File: src/hdl/cpl_pkg.sv
// Shared types and constants for the closest-point-on-line block.
// Used by every module under hdl; no dependencies of its own.
package cpl_pkg;

	localparam int COORD_BITS_DEF = 16;
	localparam int FRAC_BITS_DEF  = 16;

	// Configuration registers.
	localparam int THR_W     = 36;
	localparam int CFG_IDX_W = 1;
	localparam logic [THR_W-1:0] THR_RESET = 36'd1;

	typedef enum logic [CFG_IDX_W-1:0] {
		CFG_LINE_MODE = 1'b0,
		CFG_DEGEN_THR = 1'b1
	} cfg_reg_t;

	// Result flags on the master-side tuser.
	localparam int USER_W          = 2;
	localparam int USER_DEGENERATE = 0;
	localparam int USER_SATURATED  = 1;

	// Per-item decisions made ahead of the divider.
	typedef struct packed {
		logic degenerate;
		logic tneg;
		logic force_zero;
		logic force_one;
		logic cap;
	} ctl_t;

endpackage

File: src/hdl/cpl_back.sv
// Back end: rounds T, applies the segment and cap overrides, scales each axis,
// rounds and saturates the coordinates (four stages). Depends on cpl_pkg.
module cpl_back
	import cpl_pkg::*;
#(
	parameter int COORD_BITS      = COORD_BITS_DEF,
	parameter int PARAM_FRAC_BITS = FRAC_BITS_DEF
) (
	input  logic                                 clk,
	input  logic                                 arst_n,
	input  logic                                 en,
	input  logic                                 in_valid,
	input  ctl_t                                 in_ctl,
	input  logic [COORD_BITS+PARAM_FRAC_BITS+1:0] in_quo,
	input  logic [6*COORD_BITS+2:0]              in_side,
	output logic                                 out_valid,
	output logic [3*COORD_BITS-1:0]              out_near,
	output logic                                 out_degenerate,
	output logic                                 out_saturated
);

	localparam int CB   = COORD_BITS;
	localparam int FB   = PARAM_FRAC_BITS;
	localparam int QW   = CB + FB + 2;
	localparam int TIW  = CB + 2;
	localparam int SW   = 6 * CB + 3;
	localparam int PIW  = TIW + CB;
	localparam int PFW  = FB + CB;
	localparam int FSW  = PFW + 1;
	localparam int MW   = 2 * CB + 3;
	localparam int RSW  = 2 * CB + 5;
	localparam logic [FSW-1:0] HALF = FSW'(1) << (FB - 1);

	// Stage 1: T rounded to FB fraction bits, half up, then the overrides.
	logic [QW-1:0]  t_c;
	logic [TIW-1:0] ti_c;
	logic [FB-1:0]  tf_c;
	logic           tneg_c;
	logic [TIW-1:0] ti_s1;
	logic [FB-1:0]  tf_s1;
	logic           tneg_s1;
	logic           deg_s1;
	logic [SW-1:0]  side_s1;
	logic           v_s1;

	always_comb begin
		t_c    = {1'b0, in_quo[QW-1:1]} + QW'(in_quo[0]);
		ti_c   = t_c[QW-1:FB];
		tf_c   = t_c[FB-1:0];
		tneg_c = in_ctl.tneg;
		if (in_ctl.cap) begin
			ti_c = TIW'(1) << (CB + 1);
			tf_c = '0;
		end else if (in_ctl.force_one) begin
			ti_c = TIW'(1);
			tf_c = '0;
		end else if (in_ctl.force_zero) begin
			ti_c   = '0;
			tf_c   = '0;
			tneg_c = 1'b0;
		end
	end

	always_ff @(posedge clk or negedge arst_n) begin
		if (!arst_n) begin
			v_s1 <= 1'b0;
		end else if (en) begin
			v_s1 <= in_valid;
		end
	end

	always_ff @(posedge clk) begin
		if (en) begin
			ti_s1   <= ti_c;
			tf_s1   <= tf_c;
			tneg_s1 <= tneg_c;
			deg_s1  <= in_ctl.degenerate;
			side_s1 <= in_side;
		end
	end

	// Stage 2: integer and fraction parts of T times each axis magnitude.
	logic [PIW-1:0] pi_c [3];
	logic [PFW-1:0] pf_c [3];
	logic [PIW-1:0] pi_s2 [3];
	logic [PFW-1:0] pf_s2 [3];
	logic           tneg_s2;
	logic           deg_s2;
	logic [SW-1:0]  side_s2;
	logic           v_s2;

	always_comb begin
		for (int i = 0; i < 3; i++) begin
			pi_c[i] = ti_s1 * side_s1[3*CB+i*CB +: CB];
			pf_c[i] = tf_s1 * side_s1[3*CB+i*CB +: CB];
		end
	end

	always_ff @(posedge clk or negedge arst_n) begin
		if (!arst_n) begin
			v_s2 <= 1'b0;
		end else if (en) begin
			v_s2 <= v_s1;
		end
	end

	always_ff @(posedge clk) begin
		if (en) begin
			for (int i = 0; i < 3; i++) begin
				pi_s2[i] <= pi_c[i];
				pf_s2[i] <= pf_c[i];
			end
			tneg_s2 <= tneg_s1;
			deg_s2  <= deg_s1;
			side_s2 <= side_s1;
		end
	end

	// Stage 3: offset magnitude along each axis, fraction rounded half up.
	logic [FSW-1:0] fsum_c [3];
	logic [MW-1:0]  m_c [3];
	logic [MW-1:0]  m_s3 [3];
	logic [2:0]     neg_s3;
	logic           deg_s3;
	logic [3*CB-1:0] start_s3;
	logic           v_s3;

	always_comb begin
		for (int i = 0; i < 3; i++) begin
			fsum_c[i] = FSW'(pf_s2[i]) + HALF;
			m_c[i]    = MW'(pi_s2[i]) + MW'(fsum_c[i][FSW-1:FB]);
		end
	end

	always_ff @(posedge clk or negedge arst_n) begin
		if (!arst_n) begin
			v_s3 <= 1'b0;
		end else if (en) begin
			v_s3 <= v_s2;
		end
	end

	always_ff @(posedge clk) begin
		if (en) begin
			for (int i = 0; i < 3; i++) begin
				m_s3[i]   <= m_c[i];
				neg_s3[i] <= tneg_s2 ^ side_s2[6*CB+i];
			end
			deg_s3   <= deg_s2;
			start_s3 <= side_s2[3*CB-1:0];
		end
	end

	// Stage 4: add to the start, saturate, and hold the result.
	logic signed [RSW-1:0] sx_c;
	logic signed [RSW-1:0] mx_c;
	logic signed [RSW-1:0] res_c;
	logic                  fits_c;
	logic [3*CB-1:0]       near_c;
	logic                  sat_c;
	logic [3*CB-1:0]       near_s4;
	logic                  deg_s4;
	logic                  sat_s4;
	logic                  v_s4;

	always_comb begin
		sx_c   = '0;
		mx_c   = '0;
		res_c  = '0;
		fits_c = 1'b1;
		near_c = '0;
		sat_c  = 1'b0;
		for (int i = 0; i < 3; i++) begin
			sx_c   = RSW'($signed(start_s3[i*CB +: CB]));
			mx_c   = $signed(RSW'(m_s3[i]));
			res_c  = neg_s3[i] ? sx_c - mx_c : sx_c + mx_c;
			fits_c = (res_c[RSW-1:CB-1] == '0) || (&res_c[RSW-1:CB-1]);
			if (fits_c) begin
				near_c[i*CB +: CB] = res_c[CB-1:0];
			end else begin
				near_c[i*CB +: CB] = res_c[RSW-1] ? {1'b1, {(CB-1){1'b0}}}
					: {1'b0, {(CB-1){1'b1}}};
				sat_c = 1'b1;
			end
		end
		// A degenerate line returns the start untouched.
		if (deg_s3) begin
			near_c = start_s3;
			sat_c  = 1'b0;
		end
	end

	always_ff @(posedge clk or negedge arst_n) begin
		if (!arst_n) begin
			v_s4 <= 1'b0;
		end else if (en) begin
			v_s4 <= v_s3;
		end
	end

	always_ff @(posedge clk) begin
		if (en) begin
			near_s4 <= near_c;
			deg_s4  <= deg_s3;
			sat_s4  <= sat_c;
		end
	end

	assign out_valid      = v_s4;
	assign out_near       = near_s4;
	assign out_degenerate = deg_s4;
	assign out_saturated  = sat_s4;

endmodule

File: config.mk
export PLATFORM = sky130hd
export DESIGN_NAME = cpl_back
export DESIGN_NICKNAME = d
export VERILOG_FILES = /design/src/hdl/cpl_pkg.sv /design/src/hdl/cpl_back.sv
export SDC_FILE = /design/constraint.sdc
export NUM_CORES = 2
export LEC_CHECK = 0
export ABC_AREA = 0
export BUFFER_PORTS_ARGS = -buffer_cell sky130_fd_sc_hd__clkbuf_2
export CORE_ASPECT_RATIO = 1.4
export CORE_MARGIN = 3
export CORE_UTILIZATION = 65
export DETAILED_ROUTE_END_ITERATION = 8
export GPL_ROUTABILITY_DRIVEN = 0
export PLACE_DENSITY = 0.82
export SYNTH_ARGS = -nofsm -noshare
export SYNTH_HDL_FRONTEND = slang
export SYNTH_SLANG_ARGS = --single-unit
File: constraint.sdc
create_clock -name clk -period 8.4 [get_ports clk]
set_input_delay 0.84 -clock clk [delete_from_list [all_inputs] [get_ports clk]]
set_output_delay 0.84 -clock clk [all_outputs]
set_load 0.05 [all_outputs]
# Word-level counts from Yosys, hierarchy flattened

Memories as Yosys holds them, arrays and structs flattened.
Cells that the tools add are included.

Bits in writable memories: 303
Output and inout bits: 51
Flip-flop bits (word level): 342
Memories: 3
Logic and storage cells: 74
Input bits: 142

Memory list:

| name  | words | bits a word | read ports | clocked after Yosys merged registers in | write ports | line            | source |
|---|---|---|---|---|---|---|---|
| m_s3  | 3     | 35          | 3          | 0                                       | 3           | cpl_back.sv:122 | `logic [MW-1:0] m_s3 [3];` |
| pi_s2 | 3     | 34          | 3          | 0                                       | 3           | cpl_back.sv:85  | `logic [PIW-1:0] pi_s2 [3];` |
| pf_s2 | 3     | 32          | 3          | 0                                       | 3           | cpl_back.sv:86  | `logic [PFW-1:0] pf_s2 [3];` |

Bitwise logic cells: 3
Reductions and logical operators: 10
$add $sub $neg: 13
Mux-type cells: 20
Multiply operators: 6

Operator list:

| kind                     | count |
|---|---|
| $add A16 B36 Y37         | 3 |
| $mux W37                 | 3 |
| $sub A16 B36 Y37         | 3 |
| $add A34 B17 Y35         | 3 |
| $mul A18 B16 Y34         | 3 |
| $add A32 B16 Y33 const B | 3 |
| $mul A16 B16 Y32         | 3 |
| $mux W16                 | 6 |
| $logic_not A22 Y1        | 3 |
| $reduce_and A22 Y1       | 3 |
| $mux W48                 | 1 |
| $mux W18                 | 2 |
| $add A33 B1 Y34          | 1 |
| $mux W1                  | 8 |
| $logic_or A1 B1 Y1       | 3 |
| $reduce_or A3 Y1         | 1 |
| $xor A1 B1 Y1            | 3 |

# Longest topological paths before layout

An unclocked memory read counts as a cell.

Depth in word-level cells: 8
Depth in mapped cells: 29
Depth with buffers taken out: 27

# Worst setup path before layout

OpenSTA, ideal clock, no wires.

Kind: register to register
From: register side_s1[49]
To: memory pf_s2[0][30] (netlist name), data pin
Data required time: 8.134 ns
Path buffers: 1
Arrival: 6.694 ns
Library setup time: 0.266 ns
Path slack: 1.440 ns
Stages on the path, launching flop included: 26
Period minus slack after synthesis: 6.960 ns
Cell sequence: edfxtp_1 clkbuf_1 nand2_1 fa_1 fa_1 fa_1 inv_1 fa_1 fa_1 inv_1 fa_1 inv_1 ha_1 a211oi_1 nand2_1 a2111o_1 a21oi_1 nor3_1 a2111oi_0 o31ai_1 a21o_1 o211a_1 o21a_1 o21ai_0 a21boi_0 xor2_1

RTL lines:

| element                | line           | source |
|---|---|---|
| from (decl)            | cpl_back.sv:43 | `logic [SW-1:0] side_s1;` |
| from (signal assigned) | cpl_back.sv:78 | `side_s1 <= in_side;` |
| to (decl)              | cpl_back.sv:86 |  |

==> run metrics <==
status complete, no violations; reg2reg end pf_s2[0][30]; CTS root buf clkbuf_16; First-pass DRT Iterations 8; num rows 153; Sink Count 552; worst r2r src side_s1[50]; Hold Path Sink side_s1[85]; Slew @ Worst Pin 1.30 ns; Clock Pin Slew Worst Setup and Hold Paths 0.08 ns; nature of the critical path startpoint flop; EDFF count, synth 548; Total Negative Setup Slacks 0 ns; sequential share of the synthesized area 0.202; RSZ-0062 raised after global routing no; I/O Buffers 192; post-synth top area cell fa_1; hold_buf cts 1; gr ovfl total 0; clock tree buffer depth 3; Clk Latency, worst-skew pair 0.72 ns; Final HPWL DP 163,000 µm; Tmin final 7.94 ns; endpoints failing hold 0; CP endpoint kind flop; Starting Density 0.657; DRC viols 0; Slew Limit Headroom 0.133; crit path DAT 8.37 ns; via count 61.1k; initial antenna violation count 14; Die W 306 µm; cell count after synthesis 8,516; Max Slew Vio Count 0; Hold Crit Depth 1; Crit Path Max Fanout 17; WP data required 8.83 ns; clk_skew 0.0470 ns; GRT Overall Usage 0.326; CTS tree done; WL final 208,000 µm; ys async rst share 0.00725; Syn Area/Cell 9.62 µm²; Core Region 125,000 µm²; CP Class flop to flop; Core Util, Final 0.697; R2R cell count 24; Final setup viols 0; die area 130,000 µm²; syn nets 10.7k; Num CTS Buffers 60; Iter 0 DRT Violations 4,877; number of global-route vias before repair 66.5k; cell area after synthesis 81,900 µm²; Routed WL per cell 20.3 µm; Max-Cap Viols 0; post-synthesis register bit count 552; Main synth FF type edfxtp_1; Synth cell types 91; Die Y 426 µm; H-tree Lvls 2; Synth top area share 0.306; # Post-CTS Setup Buffers 0; fin nets 10.7k; layout cells sized above 1 0.0595; Via density 5.97; worst hold path class primary input to flop; Hold Crit Start in_side[85]; # IOs 193; Layout area overhead 6.07%; synth top area cells fa_1, edfxtp_1, ha_1; PostCTS Resize Cnt 0; Tcrit/Tclk final 0.945; f_max 126 MHz; Warnings, synthesis 0; flop-to-flop setup slack 0.46 ns; largest net degree at the start of global routing 104; global-route wire length before repair 337,000 µm; post-route ant nets 0
[cells by family after synthesis]
kind of cell | Yosys count | synth area share
DFF | 552 | 0.202
buffers and inverters | 1850 | 0.0849
AOI/OAI and AO/OA | 839 | 0.0670
muxes | 17 | 0.00225
xor gates and xnor gates | 491 | 0.0525
and+or+nand+nor | 2728 | 0.165
adders and majority gates | 2039 | 0.426
[sequential cells by signal (all words and copies together), names as in the netlist, 18 cells and up]
name,count
pi_s2,102
side_s2,51
out_near,48
ti_s1,18
side_s1,99
pf_s2,51
m_s3,105
start_s3,48
[synthesized netlist by cell type, types with 37 or more instances]
| cell | n |
|---|---|
| and3_1 | 76 |
| inv_1 | 1476 |
| edfxtp_1 | 548 |
| nand2_1 | 1076 |
| nor2_1 | 309 |
| a21oi_1 | 277 |
| a31oi_1 | 37 |
| nor3_1 | 103 |
| nand4_1 | 50 |
| clkbuf_1 | 366 |
| o21a_1 | 49 |
| a21o_1 | 81 |
| fa_1 | 1251 |
| nand2b_1 | 41 |
| o21bai_1 | 41 |
| and2_1 | 770 |
| nand3_1 | 97 |
| o21ai_0 | 132 |
| ha_1 | 788 |
| nor2b_1 | 52 |
| xor2_1 | 137 |
| xnor2_1 | 354 |
[cell type report]
class	count	area (µm²)
clock buffer	67	1570
tap	1627	2040
inverter	1477	5540
clock inverter	45	484
multi-input combinational	6114	58400
antenna	8	20.0
timing repair buffer	349	2280
fill	8925	37700
sequential	552	16600
[critical path, cell delays in order (launching register included)]
cell,delay [ns]
edfxtp_1,0.75
nand2_1,0.16
fa_1,0.53
fa_1,0.53
fa_1,0.51
inv_1,0.05
fa_1,0.49
fa_1,0.50
inv_1,0.05
fa_1,0.48
inv_1,0.05
ha_1,0.30
a211oi_1,0.26
nand2_1,0.11
a2111o_1,0.35
a21oi_1,0.20
nor3_1,0.10
a2111oi_0,0.68
o31ai_1,0.21
a21o_1,0.23
o211a_1,0.25
o21a_1,0.20
o21ai_0,0.28
a21boi_0,0.19
xor2_1,0.18
[layout by cell type, fill, tap and decap left out, drive strengths merged, types with 76 or more instances in the layout]
master,instances
inv,1490
fa,1251
nand2,1076
ha,788
and2,770
edfxtp,548
xnor2,354
nor2,312
a21oi,286
clkbuf,258
buf,157
o21ai,143
xor2,137
nor3,104
nand3,98
a21o,82
and3,76
[worst max-delay path by stage]
| stage | start | end | slack, ns | depth (start not counted) |
|---|---|---|---|---|
| floorplan | side_s1[49] | pf_s2[0][30] | 1.44 | 25 |
| global placement | side_s1[50] | pf_s2[0][30] | 0.85 | 24 |
| detailed placement | side_s1[49] | pf_s2[0][30] | 0.70 | 24 |
| CTS | side_s1[50] | pf_s2[0][30] | 0.67 | 24 |
| global route | side_s1[50] | pf_s2[0][30] | 0.02 | 24 |
| finish | side_s1[50] | pf_s2[0][30] | 0.46 | 24 |
[through the flow]
stage,setup WS (ns),instances,hold WS [ns],instance area (µm²)
after floorplan,1.44,8516,0.400,81900
after global placement,0.846,10100,0.403,84800
after detailed placement,0.697,10100,0.405,84800
after CTS,0.666,10200,0.256,86900
after global routing,0.0204,10200,0.283,86900
final,0.458,10200,0.292,86900
[per-layer routing]
layer | track usage | vias up | part of all wire
met3 | 0.0675 | 832 | 0.090
met1 | 0.383 | 30300 | 0.36
met4 | 0.187 | 8 | 0.064
li1 | - | 27000 | -
met2 | 0.555 | 2916 | 0.48
met5 | 0 | - | 0.00023
Power is not shown: default switching activity piles up to over one toggle a cycle in this logic, so the estimate is an artifact.
