$ cat src/hdl/cpl_pkg.sv
// Shared types and constants for the closest-point-on-line block.
// Used by every module under hdl; no dependencies of its own.
package cpl_pkg;

	localparam int COORD_BITS_DEF = 16;
	localparam int FRAC_BITS_DEF  = 16;

	// Configuration registers.
	localparam int THR_W     = 36;
	localparam int CFG_IDX_W = 1;
	localparam logic [THR_W-1:0] THR_RESET = 36'd1;

	typedef enum logic [CFG_IDX_W-1:0] {
		CFG_LINE_MODE = 1'b0,
		CFG_DEGEN_THR = 1'b1
	} cfg_reg_t;

	// Result flags on the master-side tuser.
	localparam int USER_W          = 2;
	localparam int USER_DEGENERATE = 0;
	localparam int USER_SATURATED  = 1;

	// Per-item decisions made ahead of the divider.
	typedef struct packed {
		logic degenerate;
		logic tneg;
		logic force_zero;
		logic force_one;
		logic cap;
	} ctl_t;

endpackage

$ cat src/hdl/cpl_div_stage.sv
// One restoring-division step of the T = |A| / B divider: one quotient bit per stage.
// Depends on cpl_pkg.
module cpl_div_stage
	import cpl_pkg::*;
#(
	parameter int COORD_BITS      = COORD_BITS_DEF,
	parameter int PARAM_FRAC_BITS = FRAC_BITS_DEF
) (
	input  logic                                 clk,
	input  logic                                 arst_n,
	input  logic                                 en,
	input  logic                                 in_valid,
	input  ctl_t                                 in_ctl,
	input  logic [2*COORD_BITS+1:0]              in_rem,
	input  logic [2*COORD_BITS+1:0]              in_b,
	input  logic [COORD_BITS:0]                  in_nal,
	input  logic [COORD_BITS+PARAM_FRAC_BITS+1:0] in_quo,
	input  logic [6*COORD_BITS+2:0]              in_side,
	output logic                                 out_valid,
	output ctl_t                                 out_ctl,
	output logic [2*COORD_BITS+1:0]              out_rem,
	output logic [2*COORD_BITS+1:0]              out_b,
	output logic [COORD_BITS:0]                  out_nal,
	output logic [COORD_BITS+PARAM_FRAC_BITS+1:0] out_quo,
	output logic [6*COORD_BITS+2:0]              out_side
);

	localparam int BW  = 2 * COORD_BITS + 2;
	localparam int NLW = COORD_BITS + 1;
	localparam int QW  = COORD_BITS + PARAM_FRAC_BITS + 2;
	localparam int SW  = 6 * COORD_BITS + 3;

	// The dividend's low bits enter one per step; once they run out, zeros
	// follow and the steps produce fraction bits.
	logic [BW:0]    trial;
	logic [BW:0]    diff;
	logic           ge;
	logic [BW-1:0]  rem_c;

	logic           v_s1;
	ctl_t           ctl_s1;
	logic [BW-1:0]  rem_s1;
	logic [BW-1:0]  b_s1;
	logic [NLW-1:0] nal_s1;
	logic [QW-1:0]  quo_s1;
	logic [SW-1:0]  side_s1;

	always_comb begin
		trial = {in_rem, in_nal[NLW-1]};
		diff  = trial - {1'b0, in_b};
		ge    = trial >= {1'b0, in_b};
		rem_c = ge ? diff[BW-1:0] : trial[BW-1:0];
	end

	always_ff @(posedge clk or negedge arst_n) begin
		if (!arst_n) begin
			v_s1 <= 1'b0;
		end else if (en) begin
			v_s1 <= in_valid;
		end
	end

	always_ff @(posedge clk) begin
		if (en) begin
			ctl_s1  <= in_ctl;
			rem_s1  <= rem_c;
			b_s1    <= in_b;
			nal_s1  <= {in_nal[NLW-2:0], 1'b0};
			quo_s1  <= {in_quo[QW-2:0], ge};
			side_s1 <= in_side;
		end
	end

	assign out_valid = v_s1;
	assign out_ctl   = ctl_s1;
	assign out_rem   = rem_s1;
	assign out_b     = b_s1;
	assign out_nal   = nal_s1;
	assign out_quo   = quo_s1;
	assign out_side  = side_s1;

endmodule

$ cat config.mk
export PLATFORM = sky130hd
export DESIGN_NAME = cpl_div_stage
export DESIGN_NICKNAME = d
export VERILOG_FILES = /design/src/hdl/cpl_pkg.sv /design/src/hdl/cpl_div_stage.sv
export SDC_FILE = /design/constraint.sdc
export NUM_CORES = 1
export LEC_CHECK = 0
export BUFFER_PORTS_ARGS = -buffer_cell sky130_fd_sc_hd__buf_2
export CORE_AREA = 8 8 168 170
export CTS_CLUSTER_DIAMETER = 100
export DETAILED_ROUTE_END_ITERATION = 12
export DIE_AREA = 0 0 176 178
export PLACE_DENSITY = 0.69
export SLEW_MARGIN = 10
export SYNTH_ARGS = -nofsm -noshare
export SYNTH_HDL_FRONTEND = slang
export SYNTH_SLANG_ARGS = --single-unit
$ cat constraint.sdc
create_clock -name clk -period 0.8 [get_ports clk]
set_input_delay 0.2 -clock clk [delete_from_list [all_inputs] [get_ports clk]]
set_output_delay 0.2 -clock clk [all_outputs]
set_load 0.005 [all_outputs]
# ---- Word-level counts from Yosys, hierarchy flattened
# Cells that the tools add are included.
dict set report totals {
  register_bits 223
  inputBits 227
  out_inout_bits 224
  wordCells 14
}
dict set report op_classes {
  order_cmp 1
  n_addsub 1
  mux 1
}
# operator n
set op_table {}
lappend op_table {{>= comparator 35 x 34 -> 1 bit} 1}
lappend op_table {{2-to-1 mux 34 bit} 1}
lappend op_table {{subtractor 34 bit} 1}

# ---- Logic depth before layout (Yosys ltp)
# Gate-level depths: netlist of run 1.
dict set report depth {
  word_depth 2
  depth_mapped 12
  mapped_depth_nobuf 12
}

# ---- Least setup slack after synthesis of run 1
# No wires, ideal clock.
dict set report synth_timing {
  path_kind {input-to-reg}
  startpoint {input in_nal[16]}
  endpoint {register rem_s1[26], in the netlist out_rem[26] (data pin)}
  n_path_buf 0
  setup_ns 0.258
  cell_stages 12
  setup_slack_ns -1.748
  required_ns 0.542
  arrival_ns 2.290
  path_cell_list {inv_1 > ha_1 > inv_1 > fa_1 > a21oi_2 > o221ai_2 > a31oi_2 > o21ai_2 > a2111oi_2 > a21oi_1 > xnor2_1 > a21oi_1}
}
dict set report synth_via {
  elab_chain_cells 2
  elab_cells_between_ends 3
  classes_between {add/sub: 1; order compare: 1; mux: 1}
}
# item line_no
set synth_lines {}
lappend synth_lines {{start: declaration} cpl_div_stage.sv:16} ;# input logic [COORD_BITS:0] in_nal,
lappend synth_lines {{subtractor 34 bit / >= comparator 35 x 34 -> 1 bit (equally long branches)} {cpl_div_stage.sv:50, cpl_div_stage.sv:51}}
lappend synth_lines {{2-to-1 mux 34 bit (*)} cpl_div_stage.sv:52} ;# rem_c = ge ? diff[BW-1:0] : trial[BW-1:0];
lappend synth_lines {{net rem_c[26]} cpl_div_stage.sv:38} ;# logic [BW-1:0] rem_c;
lappend synth_lines {{end signal: assignment} cpl_div_stage.sv:66} ;# rem_s1 <= rem_c;
lappend synth_lines {{end: declaration} cpl_div_stage.sv:42} ;# logic [BW-1:0] rem_s1;
# Mark *: on every way through the listed nets, which the timed path passes. The rest lies on a longest branch.
# A chain may end at the register's enable or synchronous reset.

# ---- Worst setup path after layout of run 1
dict set report layout_timing {
  startpoint {input in_nal[16]}
  endpoint {register rem_s1[22], in the netlist out_rem[22] (data pin)}
}
# Same word-level chain as after synthesis.

==> results of run 1 <==
[power by group through the flow]
stage	Sequential, mW	Clock, mW	Combinational (mW)
after floorplan	14.8	0	2.09
after global routing	14.5	11.7	8.27
after CTS	14.4	11.3	6.69
after detailed placement	14.6	0	5.75
final	14.4	11.1	7.78
after global placement	14.6	0	5.64
[layout by cell type (no fill, tap or decap), types with 6 or more instances in the layout]
cell type,Yosys,final
nor2_2,1,8
ha_4,0,28
xor2_1,16,14
a21oi_2,4,23
o21bai_1,6,6
a21o_1,12,12
edfxtp_1,222,222
nor2_4,0,13
buf_2,4,427
clkbuf_16,0,28
nand2_1,25,20
buf_6,4,34
nor2_1,39,19
nand3_1,9,6
buf_8,0,9
nand4_1,6,6
mux2_4,7,9
inv_2,0,12
a21oi_1,53,28
a21oi_4,1,7
xnor2_1,16,15
buf_12,0,10
nor3_1,6,6
inv_1,47,28
dlygate4sd3_1,0,192
buf_4,1,148
o21ai_1,6,7
[flip-flops by register name, summed over array words and instances (netlist names)]
name	flops
out_ctl	5
out_nal	16
out_b	34
out_valid	1
out_rem	34
out_side	99
out_quo	34
[cell type report]
cell class	instances	area [sq um]	share of cell area
flip-flops and latches	223	6690	0.390
repair buffers	823	5960	0.348
multi-input cells	304	3090	0.180
clock buffers	29	641	0.0373
well taps	335	419	0.0244
inverters	47	216	0.0126
clock inverters	12	128	0.00744
diodes	3	7.51	0.000438
[cell families (layout without fill, tap and decap cells)]
family | Yosys count | after routing | share of synthesized area
mux | 10 | 10 | 0.0152
fa+ha+maj | 35 | 35 | 0.0489
compound gates | 127 | 127 | 0.0934
simple gates | 99 | 99 | 0.0485
buf+inv | 59 | 911 | 0.0287
other cells | 1 | 4 | 0.000411
flops | 223 | 223 | 0.734
xor+xnor | 32 | 32 | 0.0308
[how the worst max path moves through the flow]
stage | startpoint | endpoint | slack [ns] | cells past startpoint
2_1_floorplan | in_nal[16] | out_rem[32] | -1.48 | 12
3_3_place_gp | in_nal[16] | out_rem[32] | -1.84 | 13
3_5_place_dp | in_nal[16] | out_rem[32] | -1.90 | 13
4_1_cts | in_nal[16] | out_rem[22] | -1.23 | 13
5_1_grt | in_nal[16] | out_rem[22] | -1.36 | 13
6_report | in_nal[16] | out_rem[22] | -1.28 | 13
[repair_timing]
action                                  CTS  global route
endpoints found under the hold margin   196             4
pin swaps                                 6            39
gates resized for setup                  17           186
buffers inserted                          3            31
gates cloned                              1             3
endpoints found under the setup margin  258           258
[synthesized netlist by cell type, drive strengths merged (9+ instances only)]
cell | instances | area [sq um]
xnor2 | 16 | 140
ha | 34 | 425
buf | 9 | 72.6
a21o | 12 | 90.1
nor2 | 40 | 153
edfxtp | 222 | 6670
mux2 | 10 | 139
inv | 47 | 176
o21ai | 18 | 97.6
a21oi | 58 | 317
nand3 | 9 | 45.0
nand2 | 25 | 93.8
xor2 | 16 | 140
[critical path, stage by stage]
cell       delay, ns
buf_12          0.11
inv_12          0.04
ha_4            0.12
inv_2           0.03
fa_2            0.37
a21oi_4         0.18
o221ai_4        0.14
a31oi_4         0.27
o21ai_4         0.10
a2111oi_4       0.41
buf_4           0.18
xor2_1          0.13
a21oi_1         0.08
[metal layers]
layer / global-route usage / routed length [microns] / vias up
met4: 0.129 / 2320 / 8
met2: 0.392 / 19900 / 448
met1: 0.254 / 14200 / 4103
met5: 0 / 45 / -
met3: 0.0675 / 3390 / 108
li1: - / - / 3883
==> reports/results.ini, run 1 <==
[grt]
grt_pass1_vias = 8815
grt_overflow_total = 0
grt_pass1_wl_microns = 54200
grt_max_degree = 37
grt_antenna_before_repair = 7
track_usage = 0.229

[sta]
rsz0062_at_grt = yes
fmax_ghz = 0.481
fin_skew_ns = 0
drv_slew = 0
finalSetupViolations = 259
min_period_ns = 2.08
tns_ns = -138.41
finalCritPeriodShare = 2.60
setup_slack_ns = -1.28
whs_ns = -0.0184
final-hold-violation-count = 3

[finish]
finalCoreUtilization = 0.670
area_growth_pct = 88.2
stdcell_area_sq_mm = 0.0172
layout-drive-gt1-share = 0.569
nFillCells = 1773
instances_no_fill = 1776
finalNetCount = 1686

[die]
start_util = 0.356
row_count = 59
coreArea_sq_mm = 0.0256
die_area_sq_mm = 0.0313
ios = 451
die_h_microns = 178
die_x_microns = 176

[clocking]
path_clk_slew_ns = 0.06
postCtsHoldBufs = 192
cts_buffers = 25
root_buffer = clkbuf_16
cts_tree = yes
h-tree-depth = 1
cts_num_sinks = 223
clock_path_buffers = 3
insertion_delay_ns = 0.53

[routing]
num_vias = 8550
via_per_inst = 4.81
ant_nets = 0
wl_microns = 39900
drt_iter0_markers = 607
remaining_drc_errors = 0
wl_per_cell_microns = 22.5
firstDrtPassIters = 5

[synthesis]
avgSynthCellArea_sq_um = 15.6
synth.distinct_cells = 58
yosysWarnings = 0
synth-edff-count = 222
netlist_instances = 586
ys_seq_area_frac = 0.734
async_reset_ff_frac = 0.00448
syn_area_sq_mm = 0.00911
ys_ff_latch = 223
synth_fp_nets = 848
synth-main-ff-cell = edfxtp_1

[pwr]
p_per_area_mw_per_mm2 = 1940
p_clk_frac = 0.333
p_leak_nw = 7.43
p_int_mw = 24.7
ir_drop_uv = 1600
p_sw_frac = 0.258
combPwrFrac = 0.233
seq_power_share = 0.434
p_switching_mw = 8.61
power.total_mw = 33.3

[place]
placed_area_sq_mm = 0.0133
dp_hpwl_microns = 27400
pre_cts_ws_ns = -1.90
globalplace.congestion = 0.897
port-buffer-count = 448
dp_cells = 1505

[setup_path]
start_kind = primary input
cp.required_ns = 1.09
crit_type = primary input to register
r2r_end = out_valid
worst-path-max-fanout = 3
crit-reg2reg-launch = out_valid
critPathArrivalTime_ns = 2.36
worstRegToRegCells = 2
end_kind = register
ff2ff_setup_slack_ns = -0.07

[worst_hold_path]
hp-class = primary input to register
hold_path_depth = 2
min_to = out_rem[15]
hp-start = in_rem[14]

[outcome]
status = finished, violations left
violations = hold timing, setup timing

[run]
max-cap-violations = 0

Power figures use the tool's default switching activity.
==> run 2: changes to the inputs <==
--- a/config.mk
+++ b/config.mk
@@ -11,6 +11,7 @@
 export DETAILED_ROUTE_END_ITERATION = 12
 export DIE_AREA = 0 0 176 178
 export PLACE_DENSITY = 0.69
+export SKIP_LAST_GASP = 1
 export SLEW_MARGIN = 10
 export SYNTH_ARGS = -nofsm -noshare
 export SYNTH_HDL_FRONTEND = slang
==> reports/results.ini, run 2 (synthesized netlist as in run 1, its figures left out) <==
[finish]
largest_reg_flops = 99  ; unchanged
mostFrequentLayoutCell = buf_2  ; unchanged
stdcell_area_sq_mm = 0.0167  ; was 0.0172 sq mm
finalNetCount = 1673  ; was 1,686
layout-drive-gt1-share = 0.543  ; was 0.569
area_growth_pct = 83.3  ; was 88.2%
finalCoreUtilization = 0.652  ; was 0.670
layout_common_cells = 435 x buf_2, 222 x edfxtp_1, 192 x dlygate4sd3_1  ; was 427 x buf_2, 222 x edfxtp_1, 192 x dlygate4sd3_1
instances_no_fill = 1763  ; was 1,776

[die]
row_count = 59  ; unchanged
start_util = 0.356  ; unchanged
ios = 451  ; unchanged
die_h_microns = 178  ; unchanged
die_x_microns = 176  ; unchanged
coreArea_sq_mm = 0.0256  ; unchanged
die_area_sq_mm = 0.0313  ; unchanged

[sta]
finalCritPeriodShare = 2.58  ; was 2.60
drv_slew = 0  ; unchanged
fmax_ghz = 0.484  ; was 0.481 GHz
final-hold-violation-count = 3  ; unchanged
fin_skew_ns = 0  ; unchanged
rsz0062_at_grt = yes  ; unchanged
whs_ns = -0.0173  ; was -0.0184 ns
setup_slack_ns = -1.27  ; was -1.28 ns
finalSetupViolations = 259  ; unchanged
min_period_ns = 2.07  ; was 2.08 ns

[clocking]
cts_buffers = 25  ; unchanged
cts_num_sinks = 223  ; unchanged
insertion_delay_ns = 0.53  ; about the same
cts_tree = yes  ; unchanged
root_buffer = clkbuf_16  ; unchanged
postCtsHoldBufs = 192  ; unchanged
path_clk_slew_ns = 0.06  ; about the same
h-tree-depth = 1  ; unchanged
clock_path_buffers = 3  ; unchanged

[grt]
grt_overflow_total = 0  ; unchanged
track_usage = 0.229  ; about the same
grt_pass1_wl_microns = 54200  ; about the same
grt_antenna_before_repair = 7  ; unchanged
grt_pass1_vias = 8818  ; was 8,815
grt_max_degree = 37  ; unchanged

[worst_hold_path]
hp-class = primary input to register  ; unchanged
hold_path_depth = 2  ; unchanged

[routing]
ant_nets = 0  ; unchanged
drt_iter0_markers = 555  ; was 607
firstDrtPassIters = 7  ; was 5
remaining_drc_errors = 0  ; unchanged
num_vias = 8464  ; was 8,550
via_per_inst = 4.80  ; was 4.81
wl_microns = 39000  ; was 39,900 microns
wl_per_cell_microns = 22.1  ; was 22.5 microns

[pwr]
p_per_area_mw_per_mm2 = 1960  ; was 1940 mW/mm^2
ir_drop_uv = 1760  ; was 1600 uV
p_leak_nw = 7.30  ; was 7.43 nW
power.total_mw = 32.8  ; was 33.3 mW

[setup_path]
end_kind = register  ; unchanged
crit_type = primary input to register  ; unchanged
start_kind = primary input  ; unchanged
worstRegToRegCells = 2  ; unchanged
critPathArrivalTime_ns = 2.35  ; was 2.36 ns
cp.required_ns = 1.09  ; about the same
worst-path-max-fanout = 3  ; unchanged

[place]
placed_area_sq_mm = 0.0133  ; unchanged
dp_hpwl_microns = 27400  ; unchanged
dp_cells = 1505  ; unchanged
port-buffer-count = 448  ; unchanged
globalplace.congestion = 0.897  ; unchanged

[run]
max-cap-violations = 0  ; unchanged

[outcome]
status = finished, violations left  ; unchanged
violations = hold timing, setup timing  ; unchanged

[run 2: cell count changes in the layout (fill, tap and decap cells not counted), sizes merged]
cell  delta
buf     -13
[run 2: final cells by class]
class	instances	area (sq um)
flip-flops and latches	223	6690
clock inverters	12	128
clock buffers	29	641
repair buffers	810	5720
well taps	335	419
multi-input cells	304	2890
fillers	1828	8910
diodes	3	7.51
inverters	47	206
[run 2: final timing paths]
path / start / end / slack [ns]
min reg2reg: out_valid / out_valid / 0.61
min in group asynchronous: arst_n / out_valid / 0.53
max: in_nal[16] / out_rem[22] / -1.27
max reg2reg: out_valid / out_valid / -0.07
max in group asynchronous: arst_n / out_valid / 0.16
min: in_rem[14] / out_rem[15] / -0.02
[run 2: through the flow]
step / setup TNS (ns) / hold WS (ns) / setup WS (ns)
6_report: -138.62 / -0.0173 / -1.27
5_1_grt: -149.85 / -0.0282 / -1.34
4_1_cts: -144.83 / -0.0375 / -1.23
3_5_place_dp: -104.21 / -0.0140 / -1.90
3_3_place_gp: -101.67 / -0.0148 / -1.84
2_1_floorplan: -46.11 / -0.0956 / -1.48
[run 2: worst max-delay path: stages]
cell and delay (ns):
buf_12 0.11, inv_12 0.04, ha_4 0.12, inv_2 0.03
fa_2 0.36, a21oi_4 0.18, o221ai_4 0.14, a31oi_4 0.26
o21ai_4 0.10, a2111oi_4 0.41, buf_4 0.18, xor2_1 0.13
a21oi_1 0.07
[run 2: routing by layer]
layer,track usage,vias up,part of all wire
li1,-,3857,-
met1,0.254,4019,0.36
met2,0.391,464,0.50
met3,0.0675,116,0.086
met4,0.129,8,0.061
met5,0,-,0.0012
[run 2: timing repair]
action,in CTS,in global routing
pin swaps,6,19
gates resized for setup,15,96
endpoints found under the setup margin,258,258
setup buffers,3,17
hold endpoints to repair,196,3
cloned,1,3
[run 2: report_power, final]
group | internal [mW] | leakage (nW) | total, mW | switching [mW]
clock | 6.36 | 0.365 | 11.0 | 4.66
combinational | 3.96 | 4.75 | 7.34 | 3.38
sequential | 14.1 | 2.19 | 14.4 | 0.318
